===== src/sv/pstrr_pkg.sv =====
`timescale 1ns / 1ps
// ----------------------------------------------------------------------------
// Slot table package
// Shared types and constants of the task slot table and its scheduler.
// ----------------------------------------------------------------------------
package pstrr_pkg;

    // Width of every slot number on the ports.
    localparam int SLOT_W = 6;

    // Default number of task slots.
    localparam int SLOTS_DEFAULT = 8;

    // Depth of the request queue between front and back.
    localparam int QUEUE_DEPTH = 2;

    localparam logic [1:0] ST_UNUSED     = 2'd0;
    localparam logic [1:0] ST_RUNNABLE   = 2'd1;
    localparam logic [1:0] ST_TERMINATED = 2'd2;

    localparam logic [2:0] CMD_CREATE   = 3'd0;
    localparam logic [2:0] CMD_EXIT     = 3'd1;
    localparam logic [2:0] CMD_SET      = 3'd2;
    localparam logic [2:0] CMD_SCHEDULE = 3'd3;
    localparam logic [2:0] CMD_LOOKUP   = 3'd4;

    typedef enum logic [2:0] {
        OP_CREATE,
        OP_EXIT,
        OP_SET,
        OP_SCHEDULE,
        OP_LOOKUP,
        OP_NONE
    } op_t;

    // One classified request as it travels from front to back.
    typedef struct packed {
        op_t                op;
        logic               in_range;
        logic [SLOT_W-1:0]  slot;
        logic [1:0]         new_status;
        logic [SLOT_W-1:0]  start;
    } req_t;

endpackage


===== src/sv/pstrr_front.sv =====
`timescale 1ns / 1ps
// ----------------------------------------------------------------------------
// Slot table front end
// Decodes a command, checks the target slot and works out where the
// round-robin scan starts.
// ----------------------------------------------------------------------------
module pstrr_front #(
    parameter int SLOTS = pstrr_pkg::SLOTS_DEFAULT
) (
    input  logic [2:0]                  command,
    input  logic [pstrr_pkg::SLOT_W-1:0] slot,
    input  logic [1:0]                  new_status,
    input  logic [pstrr_pkg::SLOT_W-1:0] current_slot,
    output pstrr_pkg::req_t             req
);

    localparam int NEXT_W = pstrr_pkg::SLOT_W + 1;

    logic [NEXT_W-1:0]             next_slot;
    logic [pstrr_pkg::SLOT_W-1:0]  start;
    pstrr_pkg::op_t                op;

    assign next_slot = {1'b0, current_slot} + NEXT_W'(1);

    // The scan start (current_slot + 1) mod SLOTS, as a small constant table.
    always_comb
    begin
        start = '0;
        for (int k = 0; k < (1 << NEXT_W); k++)
        begin
            if (next_slot == NEXT_W'(k))
            begin
                start = pstrr_pkg::SLOT_W'(k % SLOTS);
            end
        end
    end

    always_comb
    begin
        unique case (command)
            pstrr_pkg::CMD_CREATE:   op = pstrr_pkg::OP_CREATE;
            pstrr_pkg::CMD_EXIT:     op = pstrr_pkg::OP_EXIT;
            pstrr_pkg::CMD_SET:      op = pstrr_pkg::OP_SET;
            pstrr_pkg::CMD_SCHEDULE: op = pstrr_pkg::OP_SCHEDULE;
            pstrr_pkg::CMD_LOOKUP:   op = pstrr_pkg::OP_LOOKUP;
            default:                 op = pstrr_pkg::OP_NONE;
        endcase
    end

    assign req.op         = op;
    assign req.in_range   = ({1'b0, slot} < NEXT_W'(SLOTS));
    assign req.slot       = slot;
    assign req.new_status = new_status;
    assign req.start      = start;

endmodule


===== src/sv/pstrr_queue.sv =====
`timescale 1ns / 1ps
// ----------------------------------------------------------------------------
// Slot table request queue
// A short first-in first-out queue of classified requests between the
// front end and the execution back end.
// ----------------------------------------------------------------------------
module pstrr_queue (
    input  logic            clk,
    input  logic            rst_n,
    input  logic            wr_en,
    input  pstrr_pkg::req_t wr_data,
    output logic            is_full,
    input  logic            rd_en,
    output logic            rd_valid,
    output pstrr_pkg::req_t rd_data
);

    localparam int DEPTH = pstrr_pkg::QUEUE_DEPTH;
    localparam int PTR_W = (DEPTH > 1) ? $clog2(DEPTH) : 1;
    localparam int CNT_W = $clog2(DEPTH + 1);

    pstrr_pkg::req_t   entry_reg [DEPTH];
    logic [PTR_W-1:0]  wr_ptr_reg;
    logic [PTR_W-1:0]  wr_ptr_next;
    logic [PTR_W-1:0]  rd_ptr_reg;
    logic [PTR_W-1:0]  rd_ptr_next;
    logic [CNT_W-1:0]  count_reg;
    logic [CNT_W-1:0]  count_next;
    logic              do_wr;
    logic              do_rd;

    assign is_full  = (count_reg == CNT_W'(DEPTH));
    assign rd_valid = (count_reg != '0);
    assign rd_data  = entry_reg[rd_ptr_reg];
    assign do_wr    = wr_en && !is_full;
    assign do_rd    = rd_en && rd_valid;

    always_comb
    begin
        wr_ptr_next = wr_ptr_reg;
        rd_ptr_next = rd_ptr_reg;
        if (do_wr)
        begin
            wr_ptr_next = (wr_ptr_reg == PTR_W'(DEPTH - 1)) ? '0 : wr_ptr_reg + PTR_W'(1);
        end
        if (do_rd)
        begin
            rd_ptr_next = (rd_ptr_reg == PTR_W'(DEPTH - 1)) ? '0 : rd_ptr_reg + PTR_W'(1);
        end
        count_next = count_reg + CNT_W'(do_wr) - CNT_W'(do_rd);
    end

    always_ff @(posedge clk or negedge rst_n)
    begin
        if (!rst_n)
        begin
            wr_ptr_reg <= '0;
            rd_ptr_reg <= '0;
            count_reg  <= '0;
        end
        else
        begin
            wr_ptr_reg <= wr_ptr_next;
            rd_ptr_reg <= rd_ptr_next;
            count_reg  <= count_next;
        end
    end

    always_ff @(posedge clk)
    begin
        if (do_wr)
        begin
            entry_reg[wr_ptr_reg] <= wr_data;
        end
    end

`ifndef ASSERT_OFF
    a_count_bound: assert property (@(posedge clk) disable iff (!rst_n)
        count_reg <= CNT_W'(DEPTH))
        else $error("request queue count exceeds its depth");
`endif

endmodule


===== src/sv/pstrr_back.sv =====
`timescale 1ns / 1ps
// ----------------------------------------------------------------------------
// Slot table back end
// Holds the slot status table, carries out one request at a time and keeps
// the result in an output register until it is taken.
// ----------------------------------------------------------------------------
module pstrr_back #(
    parameter int SLOTS = pstrr_pkg::SLOTS_DEFAULT
) (
    input  logic                         clk,
    input  logic                         rst_n,
    input  logic                         req_valid,
    input  pstrr_pkg::req_t              req_data,
    output logic                         req_take,
    output logic                         out_valid,
    input  logic                         out_pop,
    output logic                         out_success,
    output logic [pstrr_pkg::SLOT_W-1:0] out_index,
    output logic                         out_idle
);

    localparam int IDX_W = (SLOTS > 1) ? $clog2(SLOTS) : 1;
    localparam int SW    = pstrr_pkg::SLOT_W;

    typedef enum logic {
        S_WAIT,
        S_EVAL
    } state_t;

    state_t               state_reg;
    state_t               state_next;
    logic [1:0]           status_reg [SLOTS];
    logic [1:0]           status_next [SLOTS];
    pstrr_pkg::req_t      req_reg;
    pstrr_pkg::req_t      req_next;
    logic [SLOTS-1:0]     upper_reg;
    logic [SLOTS-1:0]     upper_next;
    logic [SLOTS-1:0]     cand_reg;
    logic [SLOTS-1:0]     cand_next;
    logic                 valid_reg;
    logic                 valid_next;
    logic                 success_reg;
    logic                 success_next;
    logic [SW-1:0]        index_reg;
    logic [SW-1:0]        index_next;
    logic                 idle_reg;
    logic                 idle_next;

    logic [SLOTS-1:0]     run_vec;
    logic [SLOTS-1:0]     free_vec;
    logic [IDX_W-1:0]     start_idx;
    logic [IDX_W-1:0]     tgt_idx;
    logic [IDX_W-1:0]     free_idx;
    logic                 free_any;
    logic [IDX_W-1:0]     upper_idx;
    logic [IDX_W-1:0]     cand_idx;
    logic [IDX_W-1:0]     pick_idx;
    logic                 pick_any;

    always_comb
    begin
        for (int i = 0; i < SLOTS; i++)
        begin
            run_vec[i]  = (status_reg[i] == pstrr_pkg::ST_RUNNABLE);
            free_vec[i] = (status_reg[i] == pstrr_pkg::ST_UNUSED);
        end
    end

    assign start_idx = req_data.start[IDX_W-1:0];
    assign tgt_idx   = req_reg.slot[IDX_W-1:0];
    assign req_take  = (state_reg == S_WAIT) && req_valid && (!valid_reg || out_pop);

    // Lowest set bit of each search vector; the scan from the start slot
    // wraps to the lowest candidate when nothing lies at or above the start.
    always_comb
    begin
        free_idx  = '0;
        upper_idx = '0;
        cand_idx  = '0;
        for (int i = SLOTS - 1; i >= 0; i--)
        begin
            if (free_vec[i])
            begin
                free_idx = IDX_W'(i);
            end
            if (upper_reg[i])
            begin
                upper_idx = IDX_W'(i);
            end
            if (cand_reg[i])
            begin
                cand_idx = IDX_W'(i);
            end
        end
        free_any = |free_vec;
        pick_any = |cand_reg;
        pick_idx = (|upper_reg) ? upper_idx : cand_idx;
    end

    always_comb
    begin
        state_next   = state_reg;
        status_next  = status_reg;
        req_next     = req_reg;
        upper_next   = upper_reg;
        cand_next    = cand_reg;
        valid_next   = valid_reg;
        success_next = success_reg;
        index_next   = index_reg;
        idle_next    = idle_reg;

        if (out_pop)
        begin
            valid_next = 1'b0;
        end

        unique case (state_reg)
            S_WAIT:
            begin
                if (req_take)
                begin
                    req_next = req_data;
                    // Slot zero is never a scheduling candidate.
                    cand_next = run_vec & ~SLOTS'(1);
                    for (int i = 0; i < SLOTS; i++)
                    begin
                        upper_next[i] = run_vec[i] && (i != 0) && (IDX_W'(i) >= start_idx);
                    end
                    state_next = S_EVAL;
                end
            end
            S_EVAL:
            begin
                valid_next   = 1'b1;
                success_next = 1'b0;
                index_next   = '0;
                idle_next    = 1'b0;
                unique case (req_reg.op)
                    pstrr_pkg::OP_CREATE:
                    begin
                        if (free_any)
                        begin
                            status_next[free_idx] = pstrr_pkg::ST_RUNNABLE;
                            success_next = 1'b1;
                            index_next   = SW'(free_idx);
                        end
                    end
                    pstrr_pkg::OP_EXIT:
                    begin
                        if (req_reg.in_range)
                        begin
                            status_next[tgt_idx] = pstrr_pkg::ST_UNUSED;
                            success_next = 1'b1;
                            index_next   = req_reg.slot;
                        end
                    end
                    pstrr_pkg::OP_SET:
                    begin
                        if (req_reg.in_range)
                        begin
                            status_next[tgt_idx] = req_reg.new_status;
                            success_next = 1'b1;
                            index_next   = req_reg.slot;
                        end
                    end
                    pstrr_pkg::OP_SCHEDULE:
                    begin
                        // A terminated task in slot one forces the idle task.
                        if (pick_any && (status_reg[1] != pstrr_pkg::ST_TERMINATED))
                        begin
                            success_next = 1'b1;
                            index_next   = SW'(pick_idx);
                        end
                        else
                        begin
                            idle_next = 1'b1;
                        end
                    end
                    pstrr_pkg::OP_LOOKUP:
                    begin
                        if (req_reg.in_range && run_vec[tgt_idx])
                        begin
                            success_next = 1'b1;
                            index_next   = req_reg.slot;
                        end
                    end
                    default:
                    begin
                    end
                endcase
                state_next = S_WAIT;
            end
            default:
            begin
                state_next = S_WAIT;
            end
        endcase
    end

    always_ff @(posedge clk or negedge rst_n)
    begin
        if (!rst_n)
        begin
            state_reg   <= S_WAIT;
            valid_reg   <= 1'b0;
            success_reg <= 1'b0;
            index_reg   <= '0;
            idle_reg    <= 1'b0;
            for (int i = 0; i < SLOTS; i++)
            begin
                status_reg[i] <= pstrr_pkg::ST_UNUSED;
            end
        end
        else
        begin
            state_reg   <= state_next;
            valid_reg   <= valid_next;
            success_reg <= success_next;
            index_reg   <= index_next;
            idle_reg    <= idle_next;
            status_reg  <= status_next;
        end
    end

    always_ff @(posedge clk)
    begin
        req_reg   <= req_next;
        upper_reg <= upper_next;
        cand_reg  <= cand_next;
    end

    assign out_valid   = valid_reg;
    assign out_success = success_reg;
    assign out_index   = index_reg;
    assign out_idle    = idle_reg;

`ifndef ASSERT_OFF
    a_no_overwrite: assert property (@(posedge clk) disable iff (!rst_n)
        (state_reg == S_EVAL) |-> !valid_reg)
        else $error("result register still full when a request completes");
    a_idle_excl: assert property (@(posedge clk) disable iff (!rst_n)
        valid_reg |-> !(success_reg && idle_reg))
        else $error("result reports both a pick and the idle task");
    a_fail_zero: assert property (@(posedge clk) disable iff (!rst_n)
        (valid_reg && !success_reg) |-> (index_reg == '0))
        else $error("failed request carries a nonzero slot index");
    a_eval_once: assert property (@(posedge clk) disable iff (!rst_n)
        (state_reg == S_EVAL) |=> (state_reg == S_WAIT) && valid_reg)
        else $error("request did not complete in one evaluation cycle");
`endif

endmodule


===== src/sv/process_slot_table_round_robin.sv =====
`timescale 1ns / 1ps
// A request passes through the request queue and then the back end's wait and
// evaluation states before its result shows on the result ports. The back end
// takes one request at a time, and none while an unpopped result is held.
// A two-entry request queue keeps accepting, until full, while a result waits.
// Reset (asynchronous, active low) marks every slot unused and empties the queue.
// ----------------------------------------------------------------------------
// Task slot table with round-robin scheduling
// Allocates, frees and updates task slots and picks the next runnable task.
// ----------------------------------------------------------------------------
module process_slot_table_round_robin #(
    parameter int SLOTS = pstrr_pkg::SLOTS_DEFAULT
) (
    input  logic                         clk,
    input  logic                         rst_n,
    input  logic                         push,
    output logic                         full,
    input  logic [2:0]                   command,
    input  logic [pstrr_pkg::SLOT_W-1:0] slot,
    input  logic [1:0]                   new_status,
    input  logic [pstrr_pkg::SLOT_W-1:0] current_slot,
    output logic                         empty,
    input  logic                         pop,
    output logic                         success,
    output logic [pstrr_pkg::SLOT_W-1:0] slot_index,
    output logic                         pick_idle
);

    pstrr_pkg::req_t front_req;
    pstrr_pkg::req_t queue_req;
    logic            queue_valid;
    logic            queue_take;
    logic            out_valid;

    pstrr_front #(
        .SLOTS (SLOTS)
    ) u_front (
        .command      (command),
        .slot         (slot),
        .new_status   (new_status),
        .current_slot (current_slot),
        .req          (front_req)
    );

    pstrr_queue u_queue (
        .clk      (clk),
        .rst_n    (rst_n),
        .wr_en    (push),
        .wr_data  (front_req),
        .is_full  (full),
        .rd_en    (queue_take),
        .rd_valid (queue_valid),
        .rd_data  (queue_req)
    );

    pstrr_back #(
        .SLOTS (SLOTS)
    ) u_back (
        .clk         (clk),
        .rst_n       (rst_n),
        .req_valid   (queue_valid),
        .req_data    (queue_req),
        .req_take    (queue_take),
        .out_valid   (out_valid),
        .out_pop     (pop && out_valid),
        .out_success (success),
        .out_index   (slot_index),
        .out_idle    (pick_idle)
    );

    assign empty = !out_valid;

endmodule


===== config.mk =====
export PLATFORM = sky130hd
export DESIGN_NAME = process_slot_table_round_robin
export DESIGN_NICKNAME = d
export VERILOG_FILES = /design/src/sv/pstrr_pkg.sv /design/src/sv/pstrr_front.sv /design/src/sv/pstrr_queue.sv /design/src/sv/pstrr_back.sv /design/src/sv/process_slot_table_round_robin.sv
export SDC_FILE = /design/constraint.sdc
export NUM_CORES = 1
export LEC_CHECK = 0
export BUFFER_PORTS_ARGS = -buffer_cell sky130_fd_sc_hd__buf_4
export CAP_MARGIN = 10
export CORE_AREA = 2 2 78 136
export DETAILED_ROUTE_END_ITERATION = 10
export DIE_AREA = 0 0 80 138
export PLACE_DENSITY = 0.69
export SLEW_MARGIN = 20
export SYNTH_ARGS = -nofsm -noshare
export SYNTH_HDL_FRONTEND = slang
export SYNTH_HIERARCHICAL = 1
export SYNTH_SLANG_ARGS = --single-unit

===== constraint.sdc =====
create_clock -name clk -period 6.4 [get_ports clk]
set_input_delay 1.28 -clock clk [delete_from_list [all_inputs] [get_ports clk]]
set_output_delay 1.28 -clock clk [all_outputs]
set_load 0.01 [all_outputs]

==> results.py <==
metrics = {
    "outcome": {
        "status": "complete, no violations",
    },
    "grt": {
        "busiest_layer": "met2",
        "grt.total_usage_pct": 14.9,
        "grt_pass1_vias": 2520,
        "use_met3_pct": 3.46,
        "gr-total-overflow": 0,
        "grt_antenna_before_repair": 0,
        "grt_max_degree": 31,
        "grt_use_met2_pct": 26.8,
        "grt_pass1_wl_um": 12200,
        "gr-usage-met1_pct": 14.7,
    },
    "floorplan": {
        "dieWidth_um": 80,
        "start_util_pct": 38.2,
        "core-area_um2": 10100,
        "dieHeight_um": 138,
        "io_pins": 31,
        "die-area_um2": 11000,
        "num_rows": 49,
    },
    "finish": {
        "syn_to_final_growth_pct": 14.5,
        "n_antenna_cell": 0,
        "drive_gt1_share_pct": 21.0,
        "fin_nets": 347,
        "stdcell_area_um2": 4400,
        "finalNonFillerCells": 456,
        "largest_reg_flops": 30,
    },
    "sta": {
        "worst_slew_pin_slew_ns": 0.804,
        "finalHoldViolations": 0,
        "fmax_mhz": 384,
        "period_needed_ns": 2.60,
        "slew_violations": 0,
        "clock_skew_ns": 0.00695,
        "setup_viol": 0,
        "setup_tns_ns": 0,
        "timing.hold.ws_ns": 0.471,
        "timing.final.crit_share_pct": 40.7,
        "relSlewSlack_pct": 46.4,
        "rsz0062_at_grt": "no",
    },
    "clock_network": {
        "postCtsSetupBuffers": 0,
        "clk_pin_slew_ns": 0.06,
        "cts_tree": "yes",
        "cts_hold_buf": 0,
        "cts.path.max_buffers": 2,
        "htree_levels": 3,
        "ctsResizeCount": 0,
        "cts_buffers": 9,
        "cts_sinks": 85,
        "cts_root_buffer": "clkbuf_16",
        "clk_latency_ns": 0.34,
    },
    "place": {
        "post-place-cells": 440,
        "io_buffers": 27,
        "dpl.hpwl_um": 5550,
        "placed_cell_area_um2": 4120,
        "place_congestion": 0.914,
    },
    "drt": {
        "vias": 2471,
        "via_per_inst": 5.42,
        "post_drt_wl_per_cell_um": 16.5,
        "first_iter_violations": 102,
        "drc_errors": 0,
        "wirelength_um": 7520,
        "postRouteAntennaNets": 0,
        "dr.pass1.iters": 4,
    },
    "critical_path": {
        "start_kind": "input pin",
        "path_class": "input pin to flop",
        "worstPathMaxFanout": 3,
        "required_ns": 6.66,
        "worst_setup_path_end_kind": "flop",
        "crit_arrival_ns": 2.86,
    },
    "job": {
        "maxCapViolCount": 0,
    },
    "yosys": {
        "netlist_instances": 299,
        "synth.cell_area_um2": 3840,
        "yosysWarnings": 6,
        "synth_nets": 322,
        "avgSynthCellArea_um2": 12.8,
    },
    "pwr": {
        "peakVddDrop_mv": 0.330,
        "leakagePower_nw": 1.69,
        "p_per_area_nw_per_um2": 490,
        "total_power_mw": 2.15,
    },
    "worst_hold_path": {
        "hold_class": "flop to flop",
    },
}
[stage by stage]
stage / worst slack [ns] / utilization, %
final: 3.80 / 43.7
after global routing: 3.64 / 43.7
after CTS: 3.80 / 43.7
after detailed placement: 3.46 / 40.9
after global placement: 3.46 / 40.9
after floorplan: 3.37 / -
[worst paths after layout]
check	to	startpoint	cells after the start	slack, ns
worst min-delay path	u_back/out_index[5]$_DFFE_PN0P_	u_back/req_reg[13]$_DFFE_PP_	1	0.47
worst max register to register	u_queue/count_reg[1]$_DFF_PN0_	u_back/state_reg$_DFF_PN0_	9	4.34
worst max-delay path	u_queue/count_reg[1]$_DFF_PN0_	pop	10	3.80
min in group asynchronous	u_back/out_valid$_DFFE_PN0P_	rst_n	1	0.87
worst min register to register	u_back/out_index[5]$_DFFE_PN0P_	u_back/req_reg[13]$_DFFE_PP_	1	0.47
max in group asynchronous	u_back/out_index[3]$_DFFE_PN0P_	rst_n	1	5.25
[worst max-delay path, stage by stage]
cell and delay [ns]:
buf_4 0.10, and2_1 0.14, o21ai_0 0.34, nor2_1 0.07, and2_4 0.15, ha_1 0.26
inv_1 0.04, ha_1 0.18, xnor2_1 0.17, xnor2_1 0.13
[power by group]
part	switching, mW	total (mW)	leakage, nW	internal, mW
combinational	0.364	0.655	0.642	0.291
sequential	0.175	1.01	0.910	0.834
clock	0.219	0.490	0.136	0.270
total	0.758	2.15	1.69	1.39
[layout by cell type, fill, tap and decap left out, types with 2 or more instances in the layout]
cell       instances
o32ai_1            4
nand4_1            2
xnor2_1            4
edfxtp_1          55
or3_1              2
or2_1              4
o2bb2ai_1          3
buf_4             29
a22o_1             3
nand2b_1           5
o32a_1             3
mux2_2             8
nand2_1           10
inv_1             11
a21oi_1            9
nor4_1             4
o21ai_1            3
o31ai_1            5
mux2_4             7
xor2_1             3
a21o_1             2
nand3_1            5
nor2_1            27
inv_6              3
nor3_1             5
nand4b_1           2
ha_1               2
clkbuf_16          9
a221oi_1           3
dfrtp_1           30
o21ai_0           16
and2_1             3
o22ai_1            6
o22a_1             4
nor2b_1           11
[cell type report]
type                    instances  area (um2)
inverters                      12        45.0
multi-input cells             187        1290
fillers                       948        5660
flip-flops and latches         85        2400
clock buffers                  10         229
repair buffers                 29         218
clock inverters                 6        53.8
well taps                     127         159
[metal layers]
layer / vias up / share of wire (%)
met1: 1206 / 34
met5: - / 0
met4: 0 / 4.7
met3: 25 / 3.6
li1: 1170 / -
met2: 70 / 57
(Power assumes the default switching activity.)
